### src/sv/wscs_pkg.sv
// Shared types and codes for the wire strip-and-cut sequencer.
// No dependencies; every other file of the block refers to it by scoped names.
`timescale 1ns / 1ps

package wscs_pkg;

    // Operation codes on the command channel
    localparam logic [1:0] OP_TICK  = 2'd0;
    localparam logic [1:0] OP_START = 2'd1;
    localparam logic [1:0] OP_STOP  = 2'd2;

    // Blade speed selections
    localparam logic [1:0] SPD_TRAVEL  = 2'd0;
    localparam logic [1:0] SPD_CUT     = 2'd1;
    localparam logic [1:0] SPD_DEFAULT = 2'd2;

    // Configuration register indexes
    localparam int CFG_INDEX_BITS = 3;
    localparam logic [CFG_INDEX_BITS-1:0] REG_BLADE_UP      = 3'd0;
    localparam logic [CFG_INDEX_BITS-1:0] REG_BLADE_PARTIAL = 3'd1;
    localparam logic [CFG_INDEX_BITS-1:0] REG_BLADE_FULL    = 3'd2;
    localparam logic [CFG_INDEX_BITS-1:0] REG_LEAD_STRIP    = 3'd3;
    localparam logic [CFG_INDEX_BITS-1:0] REG_TAIL_STRIP    = 3'd4;
    localparam logic [CFG_INDEX_BITS-1:0] REG_BODY_LENGTH   = 3'd5;
    localparam logic [CFG_INDEX_BITS-1:0] REG_STEPS_PER_MM  = 3'd6;
    localparam logic [CFG_INDEX_BITS-1:0] REG_PIECES_WANTED = 3'd7;

    // Fixed field widths
    localparam int MM_BITS    = 16;
    localparam int COUNT_BITS = 16;
    localparam int STEPS_BITS = 32;

    // Sequencer phases, one-hot
    typedef enum logic [13:0] {
        PH_IDLE       = 14'b00000000000001,
        PH_HOMING     = 14'b00000000000010,
        PH_PREP       = 14'b00000000000100,
        PH_FEED_LEAD  = 14'b00000000001000,
        PH_PART_CUT_A = 14'b00000000010000,
        PH_RAISE_A    = 14'b00000000100000,
        PH_FEED_BODY  = 14'b00000001000000,
        PH_PART_CUT_B = 14'b00000010000000,
        PH_RAISE_B    = 14'b00000100000000,
        PH_FEED_TAIL  = 14'b00001000000000,
        PH_FULL_CUT   = 14'b00010000000000,
        PH_RAISE_C    = 14'b00100000000000,
        PH_CHECK      = 14'b01000000000000,
        PH_STOP       = 14'b10000000000000
    } phase_t;

endpackage

### src/sv/wscs_if.sv
// Channel interfaces of the wire strip-and-cut sequencer: command, result and
// configuration write. Depends on wscs_pkg for fixed widths.
`timescale 1ns / 1ps

interface wscs_cmd_if;
    logic       valid;
    logic       ready;
    logic [1:0] operation;
    logic       homed;
    logic       blade_ready;
    logic       feed_ready;

    modport source (output valid, output operation, output homed, output blade_ready,
                    output feed_ready, input ready);
    modport sink   (input valid, input operation, input homed, input blade_ready,
                    input feed_ready, output ready);
endinterface

interface wscs_res_if #(parameter int POSITION_BITS = 24);
    logic                                 valid;
    logic                                 ready;
    logic                                 blade_move;
    logic signed [POSITION_BITS-1:0]      blade_target;
    logic [1:0]                           blade_speed_select;
    logic                                 feed_move;
    logic [wscs_pkg::STEPS_BITS-1:0]      feed_steps;
    logic                                 feed_brake;
    logic                                 home_request;
    logic                                 running;
    logic [wscs_pkg::COUNT_BITS-1:0]      pieces_done;
    logic                                 finished;

    modport source (output valid, output blade_move, output blade_target,
                    output blade_speed_select, output feed_move, output feed_steps,
                    output feed_brake, output home_request, output running,
                    output pieces_done, output finished, input ready);
    modport sink   (input valid, input blade_move, input blade_target,
                    input blade_speed_select, input feed_move, input feed_steps,
                    input feed_brake, input home_request, input running,
                    input pieces_done, input finished, output ready);
endinterface

interface wscs_cfg_if #(parameter int DATA_BITS = 24);
    logic                                 valid;
    logic                                 ready;
    logic [wscs_pkg::CFG_INDEX_BITS-1:0]  index;
    logic [DATA_BITS-1:0]                 data;

    modport source (output valid, output index, output data, input ready);
    modport sink   (input valid, input index, input data, output ready);
endinterface

### src/sv/wire_strip_cut_sequencer.sv
// Top level of the wire strip-and-cut sequencer: command register, phase
// update with feed multiply, result register. Uses wscs_pkg and wscs_if.
`timescale 1ns / 1ps
//
//  Channel  Modport  Moves per transfer
//  -------  -------  -------------------------------------------------------
//  cmd      sink     operation, homed, blade_ready, feed_ready
//  res      source   blade and feed commands, home request, run status
//  cfg      sink     register index and write data (always ready)
//
//  Each command passes from transfer through the command register, then the
//  phase logic and the 16x16 feed multiply, into the result register. A new
//  command is taken every cycle unless the result is stalled.
//  Reset puts the phase at idle, the done count, configuration and valid flags at zero.
//  A stalled result holds the result register; the command register then
//  holds too, and cmd.ready drops only when both are full.

module wire_strip_cut_sequencer #(
    parameter int POSITION_BITS = 24
) (
    input  logic       clk,
    input  logic       rst_n,
    wscs_cmd_if.sink   cmd,
    wscs_res_if.source res,
    wscs_cfg_if.sink   cfg
);

    localparam int MM_W    = wscs_pkg::MM_BITS;
    localparam int CNT_W   = wscs_pkg::COUNT_BITS;
    localparam int STEPS_W = wscs_pkg::STEPS_BITS;

    // Configuration registers
    logic signed [POSITION_BITS-1:0] blade_up_reg;
    logic signed [POSITION_BITS-1:0] blade_partial_reg;
    logic signed [POSITION_BITS-1:0] blade_full_reg;
    logic [MM_W-1:0]                 lead_strip_reg;
    logic [MM_W-1:0]                 tail_strip_reg;
    logic [MM_W-1:0]                 body_length_reg;
    logic [MM_W-1:0]                 steps_per_mm_reg;
    logic [CNT_W-1:0]                pieces_wanted_reg;

    // Command register
    logic       cmd_valid_reg;
    logic [1:0] op_reg;
    logic       homed_reg;
    logic       blade_rdy_reg;
    logic       feed_rdy_reg;

    // Sequencer state
    wscs_pkg::phase_t phase_reg, phase_next;
    logic [CNT_W-1:0] count_reg, count_next;

    // Result register
    logic                            res_valid_reg;
    logic                            blade_move_reg;
    logic signed [POSITION_BITS-1:0] blade_target_reg;
    logic [1:0]                      speed_reg;
    logic                            feed_move_reg;
    logic [STEPS_W-1:0]              feed_steps_reg;
    logic                            brake_reg;
    logic                            home_reg;
    logic                            running_reg;
    logic [CNT_W-1:0]                pieces_done_reg;
    logic                            finished_reg;

    // Step results
    logic                            b_move;
    logic signed [POSITION_BITS-1:0] b_target;
    logic [1:0]                      b_speed;
    logic                            f_move;
    logic [MM_W-1:0]                 f_mm;
    logic                            brake;
    logic                            home;
    logic                            fin;
    logic [CNT_W-1:0]                count_inc;
    logic [STEPS_W-1:0]              feed_product;

    logic step_fire;
    logic cmd_fire;
    logic cfg_fire;

    assign step_fire = cmd_valid_reg && (!res_valid_reg || res.ready);
    assign cmd.ready = !cmd_valid_reg || step_fire;
    assign cmd_fire  = cmd.valid && cmd.ready;
    assign cfg.ready = 1'b1;
    assign cfg_fire  = cfg.valid;

    // Take configuration writes, truncated to each field's width
    always_ff @(posedge clk or negedge rst_n)
    begin
        if (!rst_n)
        begin
            blade_up_reg      <= '0;
            blade_partial_reg <= '0;
            blade_full_reg    <= '0;
            lead_strip_reg    <= '0;
            tail_strip_reg    <= '0;
            body_length_reg   <= '0;
            steps_per_mm_reg  <= '0;
            pieces_wanted_reg <= '0;
        end
        else if (cfg_fire)
        begin
            case (cfg.index)
                wscs_pkg::REG_BLADE_UP:      blade_up_reg      <= cfg.data[POSITION_BITS-1:0];
                wscs_pkg::REG_BLADE_PARTIAL: blade_partial_reg <= cfg.data[POSITION_BITS-1:0];
                wscs_pkg::REG_BLADE_FULL:    blade_full_reg    <= cfg.data[POSITION_BITS-1:0];
                wscs_pkg::REG_LEAD_STRIP:    lead_strip_reg    <= cfg.data[MM_W-1:0];
                wscs_pkg::REG_TAIL_STRIP:    tail_strip_reg    <= cfg.data[MM_W-1:0];
                wscs_pkg::REG_BODY_LENGTH:   body_length_reg   <= cfg.data[MM_W-1:0];
                wscs_pkg::REG_STEPS_PER_MM:  steps_per_mm_reg  <= cfg.data[MM_W-1:0];
                wscs_pkg::REG_PIECES_WANTED: pieces_wanted_reg <= cfg.data[CNT_W-1:0];
                default: ;
            endcase
        end
    end

    // Hold the command until the step logic consumes it
    always_ff @(posedge clk or negedge rst_n)
    begin
        if (!rst_n)
        begin
            cmd_valid_reg <= 1'b0;
        end
        else if (cmd.ready)
        begin
            cmd_valid_reg <= cmd.valid;
        end
    end

    always_ff @(posedge clk)
    begin
        if (cmd_fire)
        begin
            op_reg        <= cmd.operation;
            homed_reg     <= cmd.homed;
            blade_rdy_reg <= cmd.blade_ready;
            feed_rdy_reg  <= cmd.feed_ready;
        end
    end

    // Phase update for one command
    assign count_inc = count_reg + CNT_W'(1);

    always_comb
    begin
        phase_next = phase_reg;
        count_next = count_reg;
        b_move     = 1'b0;
        b_target   = '0;
        b_speed    = wscs_pkg::SPD_TRAVEL;
        f_move     = 1'b0;
        f_mm       = '0;
        brake      = 1'b0;
        home       = 1'b0;
        fin        = 1'b0;
        case (op_reg)
            wscs_pkg::OP_START:
            begin
                if (phase_reg == wscs_pkg::PH_IDLE)
                begin
                    count_next = '0;
                    if (!homed_reg)
                    begin
                        home       = 1'b1;
                        phase_next = wscs_pkg::PH_HOMING;
                    end
                    else
                    begin
                        b_move     = 1'b1;
                        b_target   = blade_up_reg;
                        phase_next = wscs_pkg::PH_PREP;
                    end
                end
            end
            wscs_pkg::OP_STOP:
            begin
                phase_next = wscs_pkg::PH_STOP;
            end
            wscs_pkg::OP_TICK:
            begin
                case (phase_reg)
                    wscs_pkg::PH_IDLE: ;
                    wscs_pkg::PH_HOMING:
                        if (homed_reg)
                        begin
                            b_move     = 1'b1;
                            b_target   = blade_up_reg;
                            phase_next = wscs_pkg::PH_PREP;
                        end
                    wscs_pkg::PH_PREP:
                        if (blade_rdy_reg)
                        begin
                            f_move     = 1'b1;
                            f_mm       = lead_strip_reg;
                            phase_next = wscs_pkg::PH_FEED_LEAD;
                        end
                    wscs_pkg::PH_FEED_LEAD:
                        if (feed_rdy_reg)
                        begin
                            b_move     = 1'b1;
                            b_target   = blade_partial_reg;
                            b_speed    = wscs_pkg::SPD_CUT;
                            phase_next = wscs_pkg::PH_PART_CUT_A;
                        end
                    wscs_pkg::PH_PART_CUT_A:
                        if (blade_rdy_reg)
                        begin
                            b_move     = 1'b1;
                            b_target   = blade_up_reg;
                            phase_next = wscs_pkg::PH_RAISE_A;
                        end
                    wscs_pkg::PH_RAISE_A:
                        if (blade_rdy_reg)
                        begin
                            f_move     = 1'b1;
                            f_mm       = body_length_reg;
                            phase_next = wscs_pkg::PH_FEED_BODY;
                        end
                    wscs_pkg::PH_FEED_BODY:
                        if (feed_rdy_reg)
                        begin
                            b_move     = 1'b1;
                            b_target   = blade_partial_reg;
                            b_speed    = wscs_pkg::SPD_CUT;
                            phase_next = wscs_pkg::PH_PART_CUT_B;
                        end
                    wscs_pkg::PH_PART_CUT_B:
                        if (blade_rdy_reg)
                        begin
                            b_move     = 1'b1;
                            b_target   = blade_up_reg;
                            phase_next = wscs_pkg::PH_RAISE_B;
                        end
                    wscs_pkg::PH_RAISE_B:
                        if (blade_rdy_reg)
                        begin
                            f_move     = 1'b1;
                            f_mm       = tail_strip_reg;
                            phase_next = wscs_pkg::PH_FEED_TAIL;
                        end
                    wscs_pkg::PH_FEED_TAIL:
                        if (feed_rdy_reg)
                        begin
                            b_move     = 1'b1;
                            b_target   = blade_full_reg;
                            b_speed    = wscs_pkg::SPD_CUT;
                            phase_next = wscs_pkg::PH_FULL_CUT;
                        end
                    wscs_pkg::PH_FULL_CUT:
                        if (blade_rdy_reg)
                        begin
                            b_move     = 1'b1;
                            b_target   = blade_up_reg;
                            phase_next = wscs_pkg::PH_RAISE_C;
                        end
                    wscs_pkg::PH_RAISE_C:
                        if (blade_rdy_reg)
                        begin
                            b_move     = 1'b1;
                            b_target   = blade_up_reg;
                            phase_next = wscs_pkg::PH_CHECK;
                        end
                    wscs_pkg::PH_CHECK:
                    begin
                        count_next = count_inc;
                        if (count_inc < pieces_wanted_reg)
                        begin
                            phase_next = wscs_pkg::PH_PREP;
                        end
                        else
                        begin
                            phase_next = wscs_pkg::PH_IDLE;
                            fin        = 1'b1;
                        end
                    end
                    wscs_pkg::PH_STOP:
                    begin
                        b_move     = 1'b1;
                        b_target   = blade_up_reg;
                        b_speed    = wscs_pkg::SPD_DEFAULT;
                        brake      = 1'b1;
                        fin        = 1'b1;
                        phase_next = wscs_pkg::PH_IDLE;
                    end
                    default:
                        phase_next = wscs_pkg::PH_IDLE;
                endcase
            end
            default: ;
        endcase
    end

    // Feed distance; f_mm is zero when no feed move is issued
    assign feed_product = STEPS_W'(steps_per_mm_reg) * STEPS_W'(f_mm);

    // Advance state on each consumed command
    always_ff @(posedge clk or negedge rst_n)
    begin
        if (!rst_n)
        begin
            phase_reg <= wscs_pkg::PH_IDLE;
            count_reg <= '0;
        end
        else if (step_fire)
        begin
            phase_reg <= phase_next;
            count_reg <= count_next;
        end
    end

    // Result register valid
    always_ff @(posedge clk or negedge rst_n)
    begin
        if (!rst_n)
        begin
            res_valid_reg <= 1'b0;
        end
        else if (step_fire)
        begin
            res_valid_reg <= 1'b1;
        end
        else if (res.ready)
        begin
            res_valid_reg <= 1'b0;
        end
    end

    // Capture the result payload
    always_ff @(posedge clk)
    begin
        if (step_fire)
        begin
            blade_move_reg   <= b_move;
            blade_target_reg <= b_target;
            speed_reg        <= b_speed;
            feed_move_reg    <= f_move;
            feed_steps_reg   <= feed_product;
            brake_reg        <= brake;
            home_reg         <= home;
            running_reg      <= (phase_next != wscs_pkg::PH_IDLE);
            pieces_done_reg  <= (phase_next != wscs_pkg::PH_IDLE) ? count_next : '0;
            finished_reg     <= fin;
        end
    end

    assign res.valid              = res_valid_reg;
    assign res.blade_move         = blade_move_reg;
    assign res.blade_target       = blade_target_reg;
    assign res.blade_speed_select = speed_reg;
    assign res.feed_move          = feed_move_reg;
    assign res.feed_steps         = feed_steps_reg;
    assign res.feed_brake         = brake_reg;
    assign res.home_request       = home_reg;
    assign res.running            = running_reg;
    assign res.pieces_done        = pieces_done_reg;
    assign res.finished           = finished_reg;

    // A consumed command always leaves a result waiting
    a_step_gives_result: assert property (@(posedge clk) disable iff (!rst_n)
        step_fire |=> res_valid_reg)
        else $error("consumed command left no result");

    // A finished run reports not running and no count
    a_finish_idle: assert property (@(posedge clk) disable iff (!rst_n)
        (res_valid_reg && finished_reg) |-> (!running_reg && pieces_done_reg == '0))
        else $error("finished result still reports a run");

    // Braking comes only with the raise at default speed
    a_brake_raise: assert property (@(posedge clk) disable iff (!rst_n)
        (res_valid_reg && brake_reg) |->
            (blade_move_reg && speed_reg == wscs_pkg::SPD_DEFAULT && finished_reg))
        else $error("feed brake without stop raise");

    // Blade and feed moves never share one step
    a_one_motor: assert property (@(posedge clk) disable iff (!rst_n)
        res_valid_reg |-> !(blade_move_reg && feed_move_reg))
        else $error("blade and feed moves in one step");

    // A stop command puts the sequencer in the stop phase
    a_stop_arms: assert property (@(posedge clk) disable iff (!rst_n)
        (step_fire && op_reg == wscs_pkg::OP_STOP) |=> phase_reg == wscs_pkg::PH_STOP)
        else $error("stop did not arm the stop phase");

endmodule
### src/flat_wrapper.sv
// flat-port wrapper written by rule: the top's interface ports become plain ports
module wire_strip_cut_sequencer_flat 
#(
    parameter int POSITION_BITS = 24
)
  (clk, rst_n, cmd_valid, cmd_operation, cmd_homed, cmd_blade_ready, cmd_feed_ready, cmd_ready, res_valid, res_blade_move, res_blade_target, res_blade_speed_select, res_feed_move, res_feed_steps, res_feed_brake, res_home_request, res_running, res_pieces_done, res_finished, res_ready, cfg_valid, cfg_index, cfg_data, cfg_ready);
  wscs_cmd_if cmd_i ();
  wscs_res_if #(.POSITION_BITS(POSITION_BITS)) res_i ();
  wscs_cfg_if cfg_i ();
  input  logic clk;
  input  logic rst_n;
  input wire logic [$bits(cmd_i.valid)-1:0] cmd_valid;
  input wire logic [$bits(cmd_i.operation)-1:0] cmd_operation;
  input wire logic [$bits(cmd_i.homed)-1:0] cmd_homed;
  input wire logic [$bits(cmd_i.blade_ready)-1:0] cmd_blade_ready;
  input wire logic [$bits(cmd_i.feed_ready)-1:0] cmd_feed_ready;
  output wire logic [$bits(cmd_i.ready)-1:0] cmd_ready;
  output wire logic [$bits(res_i.valid)-1:0] res_valid;
  output wire logic [$bits(res_i.blade_move)-1:0] res_blade_move;
  output wire logic [$bits(res_i.blade_target)-1:0] res_blade_target;
  output wire logic [$bits(res_i.blade_speed_select)-1:0] res_blade_speed_select;
  output wire logic [$bits(res_i.feed_move)-1:0] res_feed_move;
  output wire logic [$bits(res_i.feed_steps)-1:0] res_feed_steps;
  output wire logic [$bits(res_i.feed_brake)-1:0] res_feed_brake;
  output wire logic [$bits(res_i.home_request)-1:0] res_home_request;
  output wire logic [$bits(res_i.running)-1:0] res_running;
  output wire logic [$bits(res_i.pieces_done)-1:0] res_pieces_done;
  output wire logic [$bits(res_i.finished)-1:0] res_finished;
  input wire logic [$bits(res_i.ready)-1:0] res_ready;
  input wire logic [$bits(cfg_i.valid)-1:0] cfg_valid;
  input wire logic [$bits(cfg_i.index)-1:0] cfg_index;
  input wire logic [$bits(cfg_i.data)-1:0] cfg_data;
  output wire logic [$bits(cfg_i.ready)-1:0] cfg_ready;
  assign cmd_i.valid = cmd_valid;
  assign cmd_i.operation = cmd_operation;
  assign cmd_i.homed = cmd_homed;
  assign cmd_i.blade_ready = cmd_blade_ready;
  assign cmd_i.feed_ready = cmd_feed_ready;
  assign cmd_ready = cmd_i.ready;
  assign res_valid = res_i.valid;
  assign res_blade_move = res_i.blade_move;
  assign res_blade_target = res_i.blade_target;
  assign res_blade_speed_select = res_i.blade_speed_select;
  assign res_feed_move = res_i.feed_move;
  assign res_feed_steps = res_i.feed_steps;
  assign res_feed_brake = res_i.feed_brake;
  assign res_home_request = res_i.home_request;
  assign res_running = res_i.running;
  assign res_pieces_done = res_i.pieces_done;
  assign res_finished = res_i.finished;
  assign res_i.ready = res_ready;
  assign cfg_i.valid = cfg_valid;
  assign cfg_i.index = cfg_index;
  assign cfg_i.data = cfg_data;
  assign cfg_ready = cfg_i.ready;
  wire_strip_cut_sequencer #(.POSITION_BITS(POSITION_BITS)) u_core (.clk(clk), .rst_n(rst_n), .cmd(cmd_i), .res(res_i), .cfg(cfg_i));
endmodule
### config.mk
export PLATFORM = sky130hd
export DESIGN_NAME = wire_strip_cut_sequencer_flat
export DESIGN_NICKNAME = d
export VERILOG_FILES = /design/src/sv/wscs_pkg.sv /design/src/sv/wscs_if.sv /design/src/sv/wire_strip_cut_sequencer.sv /design/src/flat_wrapper.sv
export SDC_FILE = /design/constraint.sdc
export NUM_CORES = 1
export LEC_CHECK = 0
export ABC_AREA = 1
export BUFFER_PORTS_ARGS = -buffer_cell sky130_fd_sc_hd__buf_4
export CAP_MARGIN = 25
export CORE_ASPECT_RATIO = 0.7
export CORE_MARGIN = 1.5
export CORE_UTILIZATION = 50
export CTS_BUF_LIST = sky130_fd_sc_hd__clkbuf_4 sky130_fd_sc_hd__clkbuf_8
export DETAILED_ROUTE_END_ITERATION = 10
export MAX_ROUTING_LAYER = met4
export PLACE_DENSITY = 0.67
export SLEW_MARGIN = 10
export SYNTH_ARGS = -nofsm -noshare
export SYNTH_HDL_FRONTEND = slang
export SYNTH_SLANG_ARGS = --single-unit
export TNS_END_PERCENT = 5
### constraint.sdc
create_clock -name clk -period 7.24 [get_ports clk]
set_input_delay 2.172 -clock clk [delete_from_list [all_inputs] [get_ports clk]]
set_output_delay 2.172 -clock clk [all_outputs]
set_load 0.02 [all_outputs]
==> summary.md <==
| Metric | Value |
|---|---|
| Final #Nets | `2913` |
| Largest area contributor in the netlist | `dfrtp_1` |
| Die H | `about 170 µm` |
| Status | `finished clean` |
| Worst Setup End Kind | `flop` |
| Rel. slew slack | `0.290` |
| Top post-synthesis cells by area | `dfrtp_1 22%, fa_1 19%, edfxtp_1 12%` |
| Yosys reg bits | `roughly 270` |
| Max Slew Vio Count | `0` |
| Area Overhead vs Synth | `13.6%` |
| Die W | `247 µm` |
| Largest net degree at the start of global routing | `100` |
| Placed instance area | `0.0224 mm²` |
| Slowest-stage cell, CP | `fa_1` |
| Gate power share | `0.262` |
| I/O Buffers | `approximately 120` |
| Worst slew pin tran | `around 1100 ps` |
| DR iter-0 viols | `1623` |
| Synth Cell Area | `roughly 0.021 mm²` |
| Max-Cap Viols | `0` |
| Antenna Nets Post-Route | `0` |
| Initial antenna violation count | `1` |
| Overflow after GRT | `0` |
| Mapped Cells | `2422` |
| Peak supply drop | `0.000167 V` |
| Starting Density | `0.507` |
| Top-count cell post-synth | `nand2_1` |
| Critical path class | `reg -> reg` |
| WP data arrival | `7410 ps` |
| Mean area per synthesized cell | `between 8 and 9 µm²` |
| Leakage power | `11.9 nW` |
| First-pass GRT wire length | `92.3 mm` |
| CTS tree | `yes` |
| RSZ-0062 raised after global routing | `yes` |
| Clock Power Share | `0.305` |
| Synth cell count leaders | `555 x nand2_1, 396 x inv_1, 216 x o21ai_0` |
| Startpoint types | `flop` |
| CTS sink count | `~270` |
| Row count | `slightly above 60` |
| Hold WS | `around 480 ps` |
| Final GP Congestion | `1.03` |
| Syn Nets | `between 2k and 3k` |
| CTS Buffer Depth | `3` |
| Vias post-DR | `17.2k` |
| Most frequent CP cell | `fa_1` |
| Layout Utilization | `0.576` |
| CP peak stage delay | `560 ps` |
| Switching pwr | `1.70 mW` |
| Post-synth cell types | `51` |
| Worst Skew | `approximately 32 ps` |
| Final Hold Fails | `0` |
| Switching share of power | `0.354` |
| Drt total wl | `57.1 mm` |
| Ys Warns | `0` |
| Final setup vio count | `0` |
| Crit Path Max Fanout | `20` |
| Period minus WS final | `~7000 ps` |
| HPWL Detailed | `roughly 43 mm` |
| Ys async rst share | `0.687` |
| Max Clock Freq | `approximately 0.14 GHz` |
| Sequential share of power | `0.434` |
| Max reg flops | `32` |
| First-pass detailed-route iteration total | `6` |
| Clock buffer count from CTS | `between 40 and 50` |
| Total Power | `4.80 mW` |
| Total Neg Setup Slack | `0 ps` |
| Avg Vias per Cell | `between 5 and 6` |
| Share of the synthesized area in the top cell type | `0.220` |
| Drt wl/cell | `roughly 18 µm` |
| PD cells | `between 200 and 250 mW/mm²` |
| Vias in the first global route | `~17k` |
| Required @ worst endpoint | `between 7000 and 8000 ps` |
| Final instance area | `roughly 0.024 mm²` |
| Reg clk slew, reported paths | `60 ps` |
| Worst-skew pair later-pin latency | `610 ps` |
| Post-synth EDFFs | `84` |
| Internal | `roughly 3.1 mW` |
| H-Tree Depth | `2` |
| Hold path depth | `2` |
| DIE AREA | `0.0428 mm²` |
| GRT Util Overall | `0.285` |
| Share of cells above drive strength 1 | `0.137` |
| Filler Cell Count | `between 3k and 4k` |
| Area of the core | `0.0410 mm²` |
| Synth Flop Type | `dfrtp_1` |
| Root Driver | `clkbuf_8` |
| Part of the cycle the worst path needs | `0.979` |
| Antenna diode count | `0` |
| Register area share after synthesis | `0.343` |
| Worst r2r path cells | `29` |
| DRC viols | `0` |
| Hold Crit Class | `reg -> reg` |
| Io pins | `120` |
[path summary, 6_finish.rpt]
check,start,endpoint,slack [ps]
hold reg to reg,u_core.body_length_reg[0],u_core.body_length_reg[0],480
hold / removal,u_core.body_length_reg[0],u_core.body_length_reg[0],480
min in group asynchronous,rst_n,u_core.count_reg[7],1460
max in group asynchronous,rst_n,u_core.blade_partial_reg[8],4720
setup / recovery,u_core.phase_reg[4],u_core.res.feed_steps[26],150
setup reg to reg,u_core.phase_reg[4],u_core.res.feed_steps[26],150
[routing by layer]
layer	global-route usage	vias to the layer above	routed length, µm
met1	0.416	8440	25500
met5	-	-	0
met4	0.0475	0	785
met2	0.393	805	24000
met3	0.0876	70	6780
li1	-	7926	-
[final cells by class]
cell class              count  area (µm²)  share of cell area
multi-input cells        1645       11800               0.498
flip-flops and latches    268        7130               0.302
inverters                 417        1570              0.0666
repair buffers            186        1490              0.0630
clock buffers              62         791              0.0335
well taps                 544         681              0.0288
clock inverters            17         175             0.00742
[stage by stage]
step                setup slack (ps)  std cells
floorplan                        649       2422
global placement               -97.4       3054
detailed placement              -125       3055
CTS                             46.9       3134
global route                   -83.2       3139
finish                           155       3139
[worst max-delay path: cells and delay by family (launching register included)]
| kind | cells | cell delay (ps) |
|---|---|---|
| adders and majority gates | 7 | 3320 |
| and+or+nand+nor | 9 | 1200 |
| AOI/OAI and AO/OA | 4 | 1020 |
| DFF | 1 | 470 |
| xor gates and xnor gates | 1 | 100 |
| buffers and inverters | 8 | 680 |
[logic make-up (layout without fill, tap and decap cells)]
kind of cell,Yosys count,count (layout),synth area share
DFF,268,268,0.343
buffers and inverters,509,682,0.0981
other,1,1,0.000181
xor gates and xnor gates,40,40,0.0169
AOI/OAI and AO/OA,369,369,0.0981
and+or+nand+nor,921,921,0.184
adders and majority gates,314,314,0.259
[layout by cell type (no fill, tap or decap), types with 9 or more instances in the layout]
cell        n
nand4_1    18
o21ai_1    24
inv_2      16
a22oi_1    23
inv_1     395
nand3_1    89
fa_1      194
clkbuf_4   10
nand2_1   553
nor2_1    185
xor2_1     31
o21ai_0   216
clkbuf_8   52
nand2_2    18
edfxtp_1   84
buf_4     179
ha_1      117
dfrtp_1   181
a21oi_1    38
nor2_2     19
nor3_1     11
o22ai_1    35
xnor2_1     9
[power groups by stage]
stage / combinational (mW) / clock, mW / sequential, mW
finish: 1.26 / 1.46 / 2.08
global route: 1.40 / 1.57 / 2.11
CTS: 1.24 / 1.50 / 2.07
detailed placement: 1.24 / 0 / 2.10
global placement: 1.20 / 0 / 2.09
floorplan: 0.757 / 0 / 2.12
[timing repair]
item	CTS	global route
setup buffers	0	1
hold buffers	0	0
gates resized for setup	3	32
setup endpoints to repair	3	16
pin swaps	0	3
Note: power is estimated with default switching activity, not from simulation.
